<file path="src/sdtw_pkg.sv">
`default_nettype none
package sdtw_pkg;

    localparam int MAX_DIGITS = 6;
    localparam int CNT_W      = 3;
    localparam int BIT_W      = 4;

    localparam logic [7:0] CMD_AUTOINC = 8'h40;
    localparam logic [7:0] CMD_ADDR0   = 8'hC0;
    localparam logic [7:0] CTRL_OFF    = 8'h80;
    localparam logic [7:0] CTRL_ON     = 8'h88;

    // bit counter value that marks the ack clock after a byte
    localparam logic [BIT_W-1:0] BIT_ACK = 4'd8;

    localparam logic CMD_TICK   = 1'b0;
    localparam logic CMD_UPDATE = 1'b1;

    localparam logic REG_BRIGHTNESS = 1'b0;

    typedef enum logic [1:0] {
        SEG_START,
        SEG_BYTE,
        SEG_STOP
    } seg_t;

    typedef enum logic [1:0] {
        FRAME_CMD,
        FRAME_DATA,
        FRAME_CTRL
    } frame_t;

    typedef struct packed {
        logic       command;
        logic [7:0] digit_0;
        logic [7:0] digit_1;
        logic [7:0] digit_2;
        logic [7:0] digit_3;
        logic [7:0] digit_4;
        logic [7:0] digit_5;
        logic [3:0] digit_count;
    } item_t;

    typedef struct packed {
        logic clock_level;
        logic data_level;
        logic busy_res;
        logic update_done;
    } result_t;

endpackage
`default_nettype wire

</file>
<file path="src/sdtw_cfg.sv">
`default_nettype none
module sdtw_cfg (
    input  wire logic        clk,
    input  wire logic        rst_n,
    input  wire logic        psel,
    input  wire logic        penable,
    input  wire logic        pwrite,
    input  wire logic [2:0]  paddr,
    input  wire logic [31:0] pwdata,
    output logic      [31:0] prdata,
    output logic             pready,
    output logic      [3:0]  brightness
);

    logic [3:0] brightness_reg;
    logic       wr_en;

    assign pready = 1'b1;
    assign wr_en  = psel && penable && pwrite && (paddr[2] == sdtw_pkg::REG_BRIGHTNESS);

    always_ff @(posedge clk or negedge rst_n)
    begin
        if (!rst_n)
        begin
            brightness_reg <= 4'd0;
        end
        else if (wr_en)
        begin
            brightness_reg <= pwdata[3:0];
        end
    end

    always_comb
    begin
        prdata = 32'd0;
        if (paddr[2] == sdtw_pkg::REG_BRIGHTNESS)
        begin
            prdata = {28'd0, brightness_reg};
        end
    end

    assign brightness = brightness_reg;

endmodule
`default_nettype wire

</file>
<file path="src/sdtw_seq.sv">
`default_nettype none
module sdtw_seq (
    input  wire logic              clk,
    input  wire logic              rst_n,
    input  wire logic              accept,
    input  wire sdtw_pkg::item_t   item,
    input  wire logic [3:0]        brightness,
    output sdtw_pkg::result_t      result_next
);

    logic                         active_reg, active_next;
    sdtw_pkg::frame_t             frame_reg, frame_next;
    sdtw_pkg::seg_t               seg_reg, seg_next;
    logic [1:0]                   ph_reg, ph_next;
    logic [sdtw_pkg::BIT_W-1:0]   bit_reg, bit_next;
    logic [sdtw_pkg::CNT_W-1:0]   byte_reg, byte_next;
    logic [sdtw_pkg::CNT_W-1:0]   bytes_reg, bytes_next;
    logic [7:0]                   ctrl_reg, ctrl_next;
    logic                         clk_pin_reg, clk_pin_next;
    logic                         data_pin_reg, data_pin_next;
    logic [7:0]                   store [sdtw_pkg::MAX_DIGITS];

    logic                         start_upd;
    logic                         done;
    logic                         last_byte;
    logic [7:0]                   cur_byte;
    logic [sdtw_pkg::CNT_W-1:0]   store_idx;
    logic [sdtw_pkg::CNT_W-1:0]   cnt_sat;

    assign start_upd = accept && (item.command == sdtw_pkg::CMD_UPDATE) && !active_reg
                       && (item.digit_count != 4'd0);
    assign cnt_sat   = (item.digit_count > 4'(sdtw_pkg::MAX_DIGITS))
                       ? sdtw_pkg::CNT_W'(sdtw_pkg::MAX_DIGITS)
                       : item.digit_count[sdtw_pkg::CNT_W-1:0];
    assign store_idx = byte_reg - sdtw_pkg::CNT_W'(1);

    always_comb
    begin
        case (frame_reg)
            sdtw_pkg::FRAME_CMD:  cur_byte = sdtw_pkg::CMD_AUTOINC;
            sdtw_pkg::FRAME_CTRL: cur_byte = ctrl_reg;
            default:              cur_byte = (byte_reg == '0) ? sdtw_pkg::CMD_ADDR0
                                                              : store[store_idx];
        endcase
        last_byte = (frame_reg == sdtw_pkg::FRAME_DATA) ? (byte_reg == bytes_reg)
                                                        : (byte_reg == '0);
    end

    always_ff @(posedge clk)
    begin
        if (start_upd)
        begin
            store[0] <= item.digit_0;
            store[1] <= item.digit_1;
            store[2] <= item.digit_2;
            store[3] <= item.digit_3;
            store[4] <= item.digit_4;
            store[5] <= item.digit_5;
        end
    end

    always_ff @(posedge clk or negedge rst_n)
    begin
        if (!rst_n)
        begin
            active_reg   <= 1'b0;
            frame_reg    <= sdtw_pkg::FRAME_CMD;
            seg_reg      <= sdtw_pkg::SEG_START;
            ph_reg       <= 2'd0;
            bit_reg      <= '0;
            byte_reg     <= '0;
            bytes_reg    <= '0;
            ctrl_reg     <= sdtw_pkg::CTRL_OFF;
            clk_pin_reg  <= 1'b1;
            data_pin_reg <= 1'b1;
        end
        else
        begin
            active_reg   <= active_next;
            frame_reg    <= frame_next;
            seg_reg      <= seg_next;
            ph_reg       <= ph_next;
            bit_reg      <= bit_next;
            byte_reg     <= byte_next;
            bytes_reg    <= bytes_next;
            ctrl_reg     <= ctrl_next;
            clk_pin_reg  <= clk_pin_next;
            data_pin_reg <= data_pin_next;
        end
    end

    always_comb
    begin
        active_next   = active_reg;
        frame_next    = frame_reg;
        seg_next      = seg_reg;
        ph_next       = ph_reg;
        bit_next      = bit_reg;
        byte_next     = byte_reg;
        bytes_next    = bytes_reg;
        ctrl_next     = ctrl_reg;
        clk_pin_next  = clk_pin_reg;
        data_pin_next = data_pin_reg;
        done          = 1'b0;

        if (start_upd)
        begin
            active_next = 1'b1;
            frame_next  = sdtw_pkg::FRAME_CMD;
            seg_next    = sdtw_pkg::SEG_START;
            ph_next     = 2'd0;
            bit_next    = '0;
            byte_next   = '0;
            bytes_next  = cnt_sat;
            if (brightness == 4'd0)
            begin
                ctrl_next = sdtw_pkg::CTRL_OFF;
            end
            else
            begin
                ctrl_next = sdtw_pkg::CTRL_ON | {5'd0, 3'(brightness - 4'd1)};
            end
        end
        else if (accept && (item.command == sdtw_pkg::CMD_TICK) && active_reg)
        begin
            ph_next = ph_reg + 2'd1;
            case (seg_reg)
                sdtw_pkg::SEG_START:
                begin
                    if (ph_reg == 2'd0)
                    begin
                        data_pin_next = 1'b1;
                    end
                    else
                    begin
                        data_pin_next = 1'b0;
                        seg_next      = sdtw_pkg::SEG_BYTE;
                        ph_next       = 2'd0;
                        bit_next      = '0;
                        byte_next     = '0;
                    end
                end
                sdtw_pkg::SEG_BYTE:
                begin
                    if (bit_reg != sdtw_pkg::BIT_ACK)
                    begin
                        // clock low, data bit, clock high
                        case (ph_reg)
                            2'd0:    clk_pin_next  = 1'b0;
                            2'd1:    data_pin_next = cur_byte[bit_reg[2:0]];
                            default:
                            begin
                                clk_pin_next = 1'b1;
                                ph_next      = 2'd0;
                                bit_next     = bit_reg + sdtw_pkg::BIT_W'(1);
                            end
                        endcase
                    end
                    else
                    begin
                        // ack clock, never sampled
                        case (ph_reg)
                            2'd0:    clk_pin_next  = 1'b0;
                            2'd1:    data_pin_next = 1'b1;
                            2'd2:    clk_pin_next  = 1'b1;
                            default:
                            begin
                                data_pin_next = 1'b0;
                                ph_next       = 2'd0;
                                bit_next      = '0;
                                if (last_byte)
                                begin
                                    seg_next = sdtw_pkg::SEG_STOP;
                                end
                                else
                                begin
                                    byte_next = byte_reg + sdtw_pkg::CNT_W'(1);
                                end
                            end
                        endcase
                    end
                end
                default:
                begin
                    case (ph_reg)
                        2'd0:    clk_pin_next  = 1'b0;
                        2'd1:    data_pin_next = 1'b0;
                        2'd2:    clk_pin_next  = 1'b1;
                        default:
                        begin
                            data_pin_next = 1'b1;
                            ph_next       = 2'd0;
                            seg_next      = sdtw_pkg::SEG_START;
                            byte_next     = '0;
                            case (frame_reg)
                                sdtw_pkg::FRAME_CMD:  frame_next = sdtw_pkg::FRAME_DATA;
                                sdtw_pkg::FRAME_DATA: frame_next = sdtw_pkg::FRAME_CTRL;
                                default:
                                begin
                                    frame_next  = sdtw_pkg::FRAME_CMD;
                                    active_next = 1'b0;
                                    done        = 1'b1;
                                end
                            endcase
                        end
                    endcase
                end
            endcase
        end

        result_next.clock_level = clk_pin_next;
        result_next.data_level  = data_pin_next;
        result_next.busy_res    = active_next;
        result_next.update_done = done;
    end

endmodule
`default_nettype wire

</file>
<file path="src/segment_display_two_wire_writer.sv">
// A result is in the output register in the cycle after its item is accepted.
// Throughput: one item per cycle while a held result is not stalled; the pin sequencer handles one write per tick.
// A full update is 102 + 28*n ticks for n segment bytes (n = 1..6).
// Reset: pins idle high, sequencer idle, brightness 0, control byte 0x80.
// The segment store has no reset; an update fills it before it is read.
`default_nettype none
module segment_display_two_wire_writer (
    input  wire logic              clk,
    input  wire logic              rst_n,
    // item channel
    input  wire logic              item_valid,
    output logic                   item_stall,
    input  wire sdtw_pkg::item_t   item,
    // result channel
    output logic                   result_valid,
    input  wire logic              result_stall,
    output sdtw_pkg::result_t      result,
    // config port
    input  wire logic              psel,
    input  wire logic              penable,
    input  wire logic              pwrite,
    input  wire logic [2:0]        paddr,
    input  wire logic [31:0]       pwdata,
    output logic      [31:0]       prdata,
    output logic                   pready
);

    logic               accept;
    logic [3:0]         brightness;
    sdtw_pkg::result_t  res_next;
    sdtw_pkg::result_t  result_reg;
    logic               result_valid_reg;

    // Output register: a new transaction is taken whenever the held result
    // is gone or is leaving this cycle.
    assign item_stall = result_valid_reg && result_stall;
    assign accept     = item_valid && !item_stall;

    sdtw_cfg u_cfg (
        .clk        (clk),
        .rst_n      (rst_n),
        .psel       (psel),
        .penable    (penable),
        .pwrite     (pwrite),
        .paddr      (paddr),
        .pwdata     (pwdata),
        .prdata     (prdata),
        .pready     (pready),
        .brightness (brightness)
    );

    // Pin sequencer: frame / segment / byte / bit / phase counters and pin state.
    sdtw_seq u_seq (
        .clk         (clk),
        .rst_n       (rst_n),
        .accept      (accept),
        .item        (item),
        .brightness  (brightness),
        .result_next (res_next)
    );

    always_ff @(posedge clk or negedge rst_n)
    begin
        if (!rst_n)
        begin
            result_valid_reg <= 1'b0;
        end
        else if (accept)
        begin
            result_valid_reg <= 1'b1;
        end
        else if (!result_stall)
        begin
            result_valid_reg <= 1'b0;
        end
    end

    // payload holds while stalled since accept is low then
    always_ff @(posedge clk)
    begin
        if (accept)
        begin
            result_reg <= res_next;
        end
    end

    assign result_valid = result_valid_reg;
    assign result       = result_reg;

endmodule
`default_nettype wire

</file>
<file path="config.mk">
export PLATFORM = sky130hd
export DESIGN_NAME = segment_display_two_wire_writer
export DESIGN_NICKNAME = d
export VERILOG_FILES = /design/src/sdtw_pkg.sv /design/src/sdtw_cfg.sv /design/src/sdtw_seq.sv /design/src/segment_display_two_wire_writer.sv
export SDC_FILE = /design/constraint.sdc
export NUM_CORES = 1
export LEC_CHECK = 0
export ABC_AREA = 1
export BUFFER_PORTS_ARGS = -buffer_cell sky130_fd_sc_hd__clkbuf_2
export CORE_MARGIN = 1
export CORE_UTILIZATION = 39
export CTS_BUF_LIST = sky130_fd_sc_hd__clkbuf_4
export CTS_CLUSTER_DIAMETER = 40
export DETAILED_ROUTE_END_ITERATION = 10
export GPL_ROUTABILITY_DRIVEN = 0
export PLACE_DENSITY = 0.66
export SLEW_MARGIN = 15
export SYNTH_ARGS = -nofsm -noshare
export SYNTH_HDL_FRONTEND = slang
export SYNTH_SLANG_ARGS = --single-unit
</file>
<file path="constraint.sdc">
create_clock -name clk -period 2.9 [get_ports clk]
set_input_delay 0 -clock clk [delete_from_list [all_inputs] [get_ports clk]]
set_output_delay 0 -clock clk [all_outputs]
set_load 0.01 [all_outputs]
</file>
Yosys cells after proc, flatten, opt, wreduce, memory -nomap -nowiden
Memory sizes are Yosys's and may differ from the RTL's.
Index checks and enable logic that the tools add are counted.

storage, ports and cells
  bits in registers = 36
  logic and storage cells = 142
  memory bits (writable) = 48
  input port bits = 95
  bits in read-only memories = 0
  latch bits = 0
  output and inout port bits = 39
  memories kept = 1

cells by class
  $add $sub $neg = 5
  divide/modulo/power cells = 0
  shift operators = 0
  reduce and logical (&&, ||, !) cells = 30
  equality and inequality tests = 18
  $lt $le $gt $ge = 2
  multiply operators = 0
  muxes and demuxes = 67
  bitwise operators = 3

memories
  memory       depth  width  rd ports  clocked after memory_dff  write ports  RTL line        text
  u_seq.store  6      8      1         0                         6            sdtw_seq.sv:21  logic [7:0] store [sdtw_pkg::MAX_DIGITS];

operators by type and width
  operator             number
  $mux 2               17
  $mux 4               8
  $mux 3               8
  $mux 1               20
  $pmux 8 s2           1
  $ne 3x2->1 const B   4
  $pmux 1 s2           6
  $pmux 2 s2           3
  $reduce_and 6->1     2
  $logic_and 1x1->1    10
  $mux 8               1
  $pmux 4 s2           1
  $reduce_or 2->1      4
  $reduce_or 7->1      1
  $eq 2x1->1 const B   3
  $logic_not 2->1      3
  $ne 2x1->1 const B   3
  $ne 3x1->1 const B   2
  $pmux 3 s2           1
  $sub 3x1->3 const B  2
  $reduce_and 5->1     1
  $add 4x1->4 const B  1
  $eq 2x2->1 const B   2
  $gt 4x3->1 const B   1
  17 further kinds     20

Logic depth before layout (Yosys ltp)
An unclocked memory read counts as a cell.

  depth after elaboration = 11
  mapped depth = 19
  depth with buffers taken out = 16

Modules after synthesis
A second synthesis with hierarchy kept.

unflattened totals
  cells, all modules = 459
  area, all modules = 4174.0 um^2

by module, submodules not included
  module                           area each (um^2)  times used  cells an instance  seq. area each (um^2)
  sdtw_seq                         3569.7            1           389                2019.4
  sdtw_cfg                         439.2             1           60                 100.1
  segment_display_two_wire_writer  165.2             1           10                 145.1

Least setup slack after synthesis
No wires, ideal clock.

  path kind = flip-flop to flip-flop
  from = register result_valid_reg, in the netlist result_valid
  to = register u_seq.ctrl_reg[0]
  path slack = -0.119 ns
  stages on the path, launching flop included = 9
  clock period less this slack = 3.019 ns
  setup time = 0.110 ns
  arrival = 2.909 ns
  path through = dfrtp_1 > nand2_2 > inv_2 > nor2_8 > nand2_2 > a31oi_4 > clkbuf_1 > o31ai_1 > o22ai_1

on the way
  word-level cells in the longest chain between the ends = 6

RTL lines
  item                            RTL line                               text
  start: declaration              segment_display_two_wire_writer.sv:32  logic result_valid_reg;
  start signal: assignment        segment_display_two_wire_writer.sv:66  result_valid_reg <= 1'b0;
  start signal: assignment        segment_display_two_wire_writer.sv:70  result_valid_reg <= 1'b1;
  start signal: assignment        segment_display_two_wire_writer.sv:74  result_valid_reg <= 1'b0;
  $logic_and 1x1->1               segment_display_two_wire_writer.sv:36  assign item_stall = result_valid_reg && result_stall;
  named net item_stall            segment_display_two_wire_writer.sv:12  output logic item_stall,
  $logic_not 1->1                 segment_display_two_wire_writer.sv:37  assign accept = item_valid && !item_stall;
  $logic_and 1x1->1               segment_display_two_wire_writer.sv:37
  named net accept                segment_display_two_wire_writer.sv:28  logic accept;
  $logic_and 1x1->1 (2 in a row)  sdtw_seq.sv:30                         assign start_upd = accept && (item.command == sdtw_pkg::CMD_UPDATE) && !active_reg
  $logic_and 1x1->1               sdtw_seq.sv:31                         && (item.digit_count != 4'd0);
  named net u_seq.start_upd       sdtw_seq.sv:23                         logic start_upd;
  end signal: assignment          sdtw_seq.sv:73                         ctrl_reg <= sdtw_pkg::CTRL_OFF;
  end signal: assignment          sdtw_seq.sv:86                         ctrl_reg <= ctrl_next;
  end: declaration                sdtw_seq.sv:18                         logic [7:0] ctrl_reg, ctrl_next;

The timed path passes the listed nets, and every way through them passes these cells.
A chain may end at the register's enable or synchronous reset.

Worst setup path after layout
  from = register u_seq.byte_reg[0] (netlist bit)
  to = register result_reg, in the netlist result[2] (data pin)

on the way
  word-level cells in the longest chain between the ends = 11
  elaborated cells between the ends (all ways) = 12
  those cells by class = add/sub (1); mux (9); reduce/logical (1); memory (1)

RTL lines
  item                              RTL line                               text
  start: declaration                sdtw_seq.sv:16                         logic [sdtw_pkg::CNT_W-1:0] byte_reg, byte_next;
  start signal: assignment          sdtw_seq.sv:84                         byte_reg <= byte_next;
  $sub 3x1->3                       sdtw_seq.sv:35                         assign store_idx = byte_reg - sdtw_pkg::CNT_W'(1);
  $mem_v2 6x8                       --
  $mux 8 (*)                        sdtw_seq.sv:42                         default: cur_byte = (byte_reg == '0) ? sdtw_pkg::CMD_ADDR0
  $pmux 8 s2 (*)                    sdtw_seq.sv:39                         case (frame_reg)
  $bmux 1 s3 (*)                    sdtw_seq.sv:150                        2'd1: data_pin_next = cur_byte[bit_reg[2:0]];
  $mux 1 (not written as such) (*)  sdtw_seq.sv:150
  $mux 1 (*)                        sdtw_seq.sv:148                        case (ph_reg)
  $mux 1 (*)                        sdtw_seq.sv:145                        if (bit_reg != sdtw_pkg::BIT_ACK)
  $pmux 1 s2 (*)                    sdtw_seq.sv:127                        case (seg_reg)
  $mux 1 (*)                        sdtw_seq.sv:124                        else if (accept && (item.command == sdtw_pkg::CMD_TICK) && active_reg)
  $mux 1 (*)                        sdtw_seq.sv:106                        if (start_upd)
  named net u_seq.data_pin_next     sdtw_seq.sv:20                         logic data_pin_reg, data_pin_next;
  end signal: assignment            segment_display_two_wire_writer.sv:83  result_reg <= res_next;
  end: declaration                  segment_display_two_wire_writer.sv:31  sdtw_pkg::result_t result_reg;

The timed path passes the listed nets; every way through them passes the cells marked *. The select of a mux whose other input is x is not followed.

==> impl_results.rst <==
.. list-table::
   :header-rows: 1

   * - Metric
     - Value
   * - End point of the worst hold path
     - u_seq.bytes_reg[0]$_DFFE_PN0P_
   * - Worst reg2reg path depth
     - 15
   * - Critical-path cell list
     - inv_1 > buf_4 > ha_1 > inv_1 > nand2_1 > nand2_1 > nand3_1 > nand2_1 > nand2_1 > nand3_1 > nand3_1 > nand3_1 > nand2_1 > nand2_1 > a21oi_1
   * - Mean instance size in the synthesized netlist
     - 9.174 µm²
   * - Slack of the worst reg-to-reg path
     - 0.52 ns
   * - Count of unique library cells instantiated by Yosys
     - 40
   * - Most repeated library cell on the critical path
     - sky130_fd_sc_hd__nand2_1
   * - Skew final
     - 0.01916 ns
   * - Number of hold buffers added after CTS
     - 65
   * - Setup Total Neg Slack
     - 0 ns
   * - Total inserted antenna cells
     - 0
   * - Clock latency of the later-clocked register in the worst-skew pair
     - 0.43 ns
   * - Clock root cell
     - sky130_fd_sc_hd__clkbuf_4
   * - Endpoint class of the critical path
     - register
   * - Via count
     - 3456
   * - Initial core utilization
     - 40.25%
   * - TritonCTS buffer count
     - 9
   * - Cell area power density
     - 669.7 nW/µm²
   * - Sequential cell area fraction in the yosys report
     - 54.26%
   * - Maximum number of pins on one net before global-route repair
     - 56
   * - Wirelength per Cell
     - 12.47 µm
   * - Total Die Area
     - 11120 µm²
   * - TritonCTS clock tree
     - built
   * - Post-synthesis cell area
     - 4174 µm²
   * - Die boundary width
     - 105.5 µm
   * - Number of warnings issued by yosys
     - 0
   * - Required time at the endpoint of the critical path
     - 3.17 ns
   * - Portion of the clock cycle consumed by the worst path in the final layout
     - 82.21%
   * - CTS clk-pin slew, worst paths
     - 0.15 ns
   * - Area Growth Syn to Fin
     - 28.27%
   * - Min-Delay Path Depth
     - 5
   * - Maximum resistive drop on vdd
     - 0.2785 mV
   * - Violation count after the first detailed-route iteration
     - 179
   * - Post-CTS setup buffers
     - 0
   * - Post-detailed-route DRC marker count
     - 0
   * - Least-Margin Pin Slew
     - 0.7140 ns
   * - Count of clock tree sinks
     - 80
   * - EDFF count, synth
     - 52
   * - Buffers on Ports
     - 74
   * - Routed wire length
     - 9219 µm
   * - Start of the worst register-to-register path
     - u_seq.byte_reg[0]$_DFFE_PN0P_
   * - Remaining max-slew budget at the tightest pin
     - 52.40%
   * - Critical path class
     - reg2reg
   * - Clock period minus final worst setup slack
     - 2.384 ns
   * - Total non-filler cell area in the finished layout
     - 5354 µm²
   * - Register with the highest flop count
     - u_seq.store
   * - Number of gates resized after cts
     - 0
   * - First-pass GRT wire length
     - 15660 µm
   * - Remaining antenna violation count
     - 0
   * - Worst hold-check path type
     - in2reg
   * - Clk buf depth
     - 2
   * - Outcome
     - complete, no violations
   * - Count of endpoints failing setup in the final report
     - 0
   * - Core Footprint
     - 10370 µm²
   * - Cell at the slowest stage of the critical path
     - sky130_fd_sc_hd__dfrtp_1
   * - Global-route usage over all layers
     - 17.83%
   * - Flops & latches, synth
     - 80
   * - Kind of start point of the critical path
     - register
   * - Number of slew-limit violations in the final report
     - 0
   * - Cell area after placement
     - 4577 µm²
   * - Maximum achievable frequency
     - 419.4 MHz
   * - Capturing point of the worst reg2reg path
     - result[2]$_DFFE_PP_
   * - Proportion of layout cells with a drive suffix above 1
     - 18.41%
   * - Initial antenna violation count
     - 0
   * - Count of boundary I/O pins
     - 134
   * - Unrepaired setup endpoints after global routing
     - no
   * - Post-detailed-placement half-perimeter wirelength
     - 5595 µm
   * - Count of standard-cell rows
     - 37
   * - Longest individual stage delay on the worst path
     - 0.40 ns
   * - Final-stage net count
     - 704
   * - Number of global-route vias before repair
     - 3426
   * - Peak fanout along the critical path
     - 21
   * - Leading register cell type out of synthesis
     - sky130_fd_sc_hd__edfxtp_1
   * - Total count of hold-check failures in the final report
     - 0
   * - Async set-or-reset flop fraction in the synthesized netlist
     - 35.00%
   * - Leakage dissipation
     - 0.002501 µW
   * - Mapped Cells
     - 455
   * - Core Util, Final
     - 51.63%
   * - Global route total overflow
     - 0
   * - Maximum capacitance violations
     - 0
   * - H-tree Lvls
     - 3
   * - Most frequent standard cell in the layout excluding fill and tap cells
     - sky130_fd_sc_hd__nand2_1
   * - Post-DR vias/cell
     - 4.677
   * - Number of search-and-repair iterations in the first detailed-routing pass
     - 4
   * - Commonest cells after routing, fill and taps aside
     - 109 x sky130_fd_sc_hd__nand2_1, 74 x sky130_fd_sc_hd__clkbuf_2, 65 x sky130_fd_sc_hd__dlygate4sd3_1, 60 x sky130_fd_sc_hd__inv_1, 52 x sky130_fd_sc_hd__edfxtp_1
   * - Arr. time, crit path
     - 2.66 ns
   * - Startpoint of the tightest hold check path
     - item[0]
   * - Max reg flops
     - 48
   * - Die height
     - 105.5 µm
==> cell usage after synthesis (2+ instances only) <==
master / n / area share [%]
sky130_fd_sc_hd__nor2_2: 2 / 0.30
sky130_fd_sc_hd__nand2_1: 109 / 9.8
sky130_fd_sc_hd__inv_2: 4 / 0.36
sky130_fd_sc_hd__o211ai_1: 2 / 0.36
sky130_fd_sc_hd__a31oi_1: 2 / 0.30
sky130_fd_sc_hd__a21oi_1: 16 / 1.9
sky130_fd_sc_hd__nor2_8: 2 / 0.96
sky130_fd_sc_hd__o31ai_1: 2 / 0.36
sky130_fd_sc_hd__a211oi_1: 2 / 0.36
sky130_fd_sc_hd__buf_2: 5 / 0.60
sky130_fd_sc_hd__ha_1: 11 / 3.3
sky130_fd_sc_hd__dfstp_2: 2 / 1.3
sky130_fd_sc_hd__nor2_1: 37 / 3.3
sky130_fd_sc_hd__conb_1: 2 / 0.18
sky130_fd_sc_hd__clkbuf_1: 2 / 0.18
sky130_fd_sc_hd__dfrtp_1: 26 / 16
sky130_fd_sc_hd__buf_4: 30 / 5.4
sky130_fd_sc_hd__nand2_2: 2 / 0.30
sky130_fd_sc_hd__nand3_1: 36 / 4.3
sky130_fd_sc_hd__o21ai_0: 26 / 3.1
sky130_fd_sc_hd__xnor2_1: 3 / 0.63
sky130_fd_sc_hd__nand4_1: 3 / 0.45
sky130_fd_sc_hd__edfxtp_1: 52 / 37
sky130_fd_sc_hd__inv_1: 60 / 5.4
sky130_fd_sc_hd__o22ai_1: 2 / 0.30
==> how the worst max path moves through the flow <==
stage	startpoint	end	cells past startpoint
6_report	u_seq.byte_reg[0]$_DFFE_PN0P_	result[2]$_DFFE_PP_	15
5_1_grt	u_seq.byte_reg[0]$_DFFE_PN0P_	result[2]$_DFFE_PP_	15
4_1_cts	u_seq.byte_reg[0]$_DFFE_PN0P_	result[2]$_DFFE_PP_	15
3_5_place_dp	u_seq.byte_reg[0]$_DFFE_PN0P_	result[2]$_DFFE_PP_	15
3_3_place_gp	u_seq.byte_reg[0]$_DFFE_PN0P_	result[2]$_DFFE_PP_	15
2_1_floorplan	u_seq.byte_reg[0]$_DFFE_PN0P_	result[2]$_DFFE_PP_	19
==> cells by family (layout without fill, tap and decap cells) <==
family / Yosys count / count (layout) / synth area share (%)
other: 2 / 29 / 0.1799
adders and majority gates: 11 / 11 / 3.297
AOI/OAI and AO/OA: 58 / 58 / 8.153
DFF: 80 / 80 / 54.26
buffers and inverters: 102 / 223 / 12.20
xor gates and xnor gates: 4 / 4 / 0.8395
and+or+nand+nor: 198 / 198 / 21.07
==> stage by stage <==
stage / instances / total power (µW) / setup WS (ns) / hold slack [ns]
3_3_place_gp: 658 / 2843 / 0.5608 / 0.08701
4_1_cts: 739 / 3581 / 0.5288 / 0.03137
6_report: 739 / 3586 / 0.5158 / 0.04958
2_1_floorplan: 482 / 2552 / 0.5822 / -0.2956
3_5_place_dp: 658 / 2879 / 0.5583 / 0.09506
5_1_grt: 739 / 3869 / 0.2916 / 0.09241
==> final cells by class <==
cell class                      instances  area (µm²)
Clock buffer                            9       67.56
Clock inverter                          7       58.81
Fill cell                             936        5016
Inverter                               64       240.2
Multi-Input combinational cell        300        1501
Sequential cell                        80        2265
Tap cell                              136       170.2
Timing Repair Buffer                  143        1051
==> worst max-delay path: cells and delay by family (launching register included) <==
family | cells | cell delay (ns)
simple gates | 10 | 1.02
flops | 1 | 0.40
buf+inv | 3 | 0.40
fa+ha+maj | 1 | 0.23
compound gates | 1 | 0.19
==> power by group <==
part	internal [µW]	leakage, µW	switching (µW)
clock network	190	0.0000639	443
logic	521	0.00162	892
registers	1400	0.000813	138
total	2110	0.00250	1470
==> metal layers <==
layer | share of wire (%) | track usage, %
met1 | 43 | 22.02
met5 | 0 | 0
met2 | 51 | 31.16
met4 | 1.6 | 7.143
met3 | 5.1 | 2.721
Power figures use the tool's default switching activity.
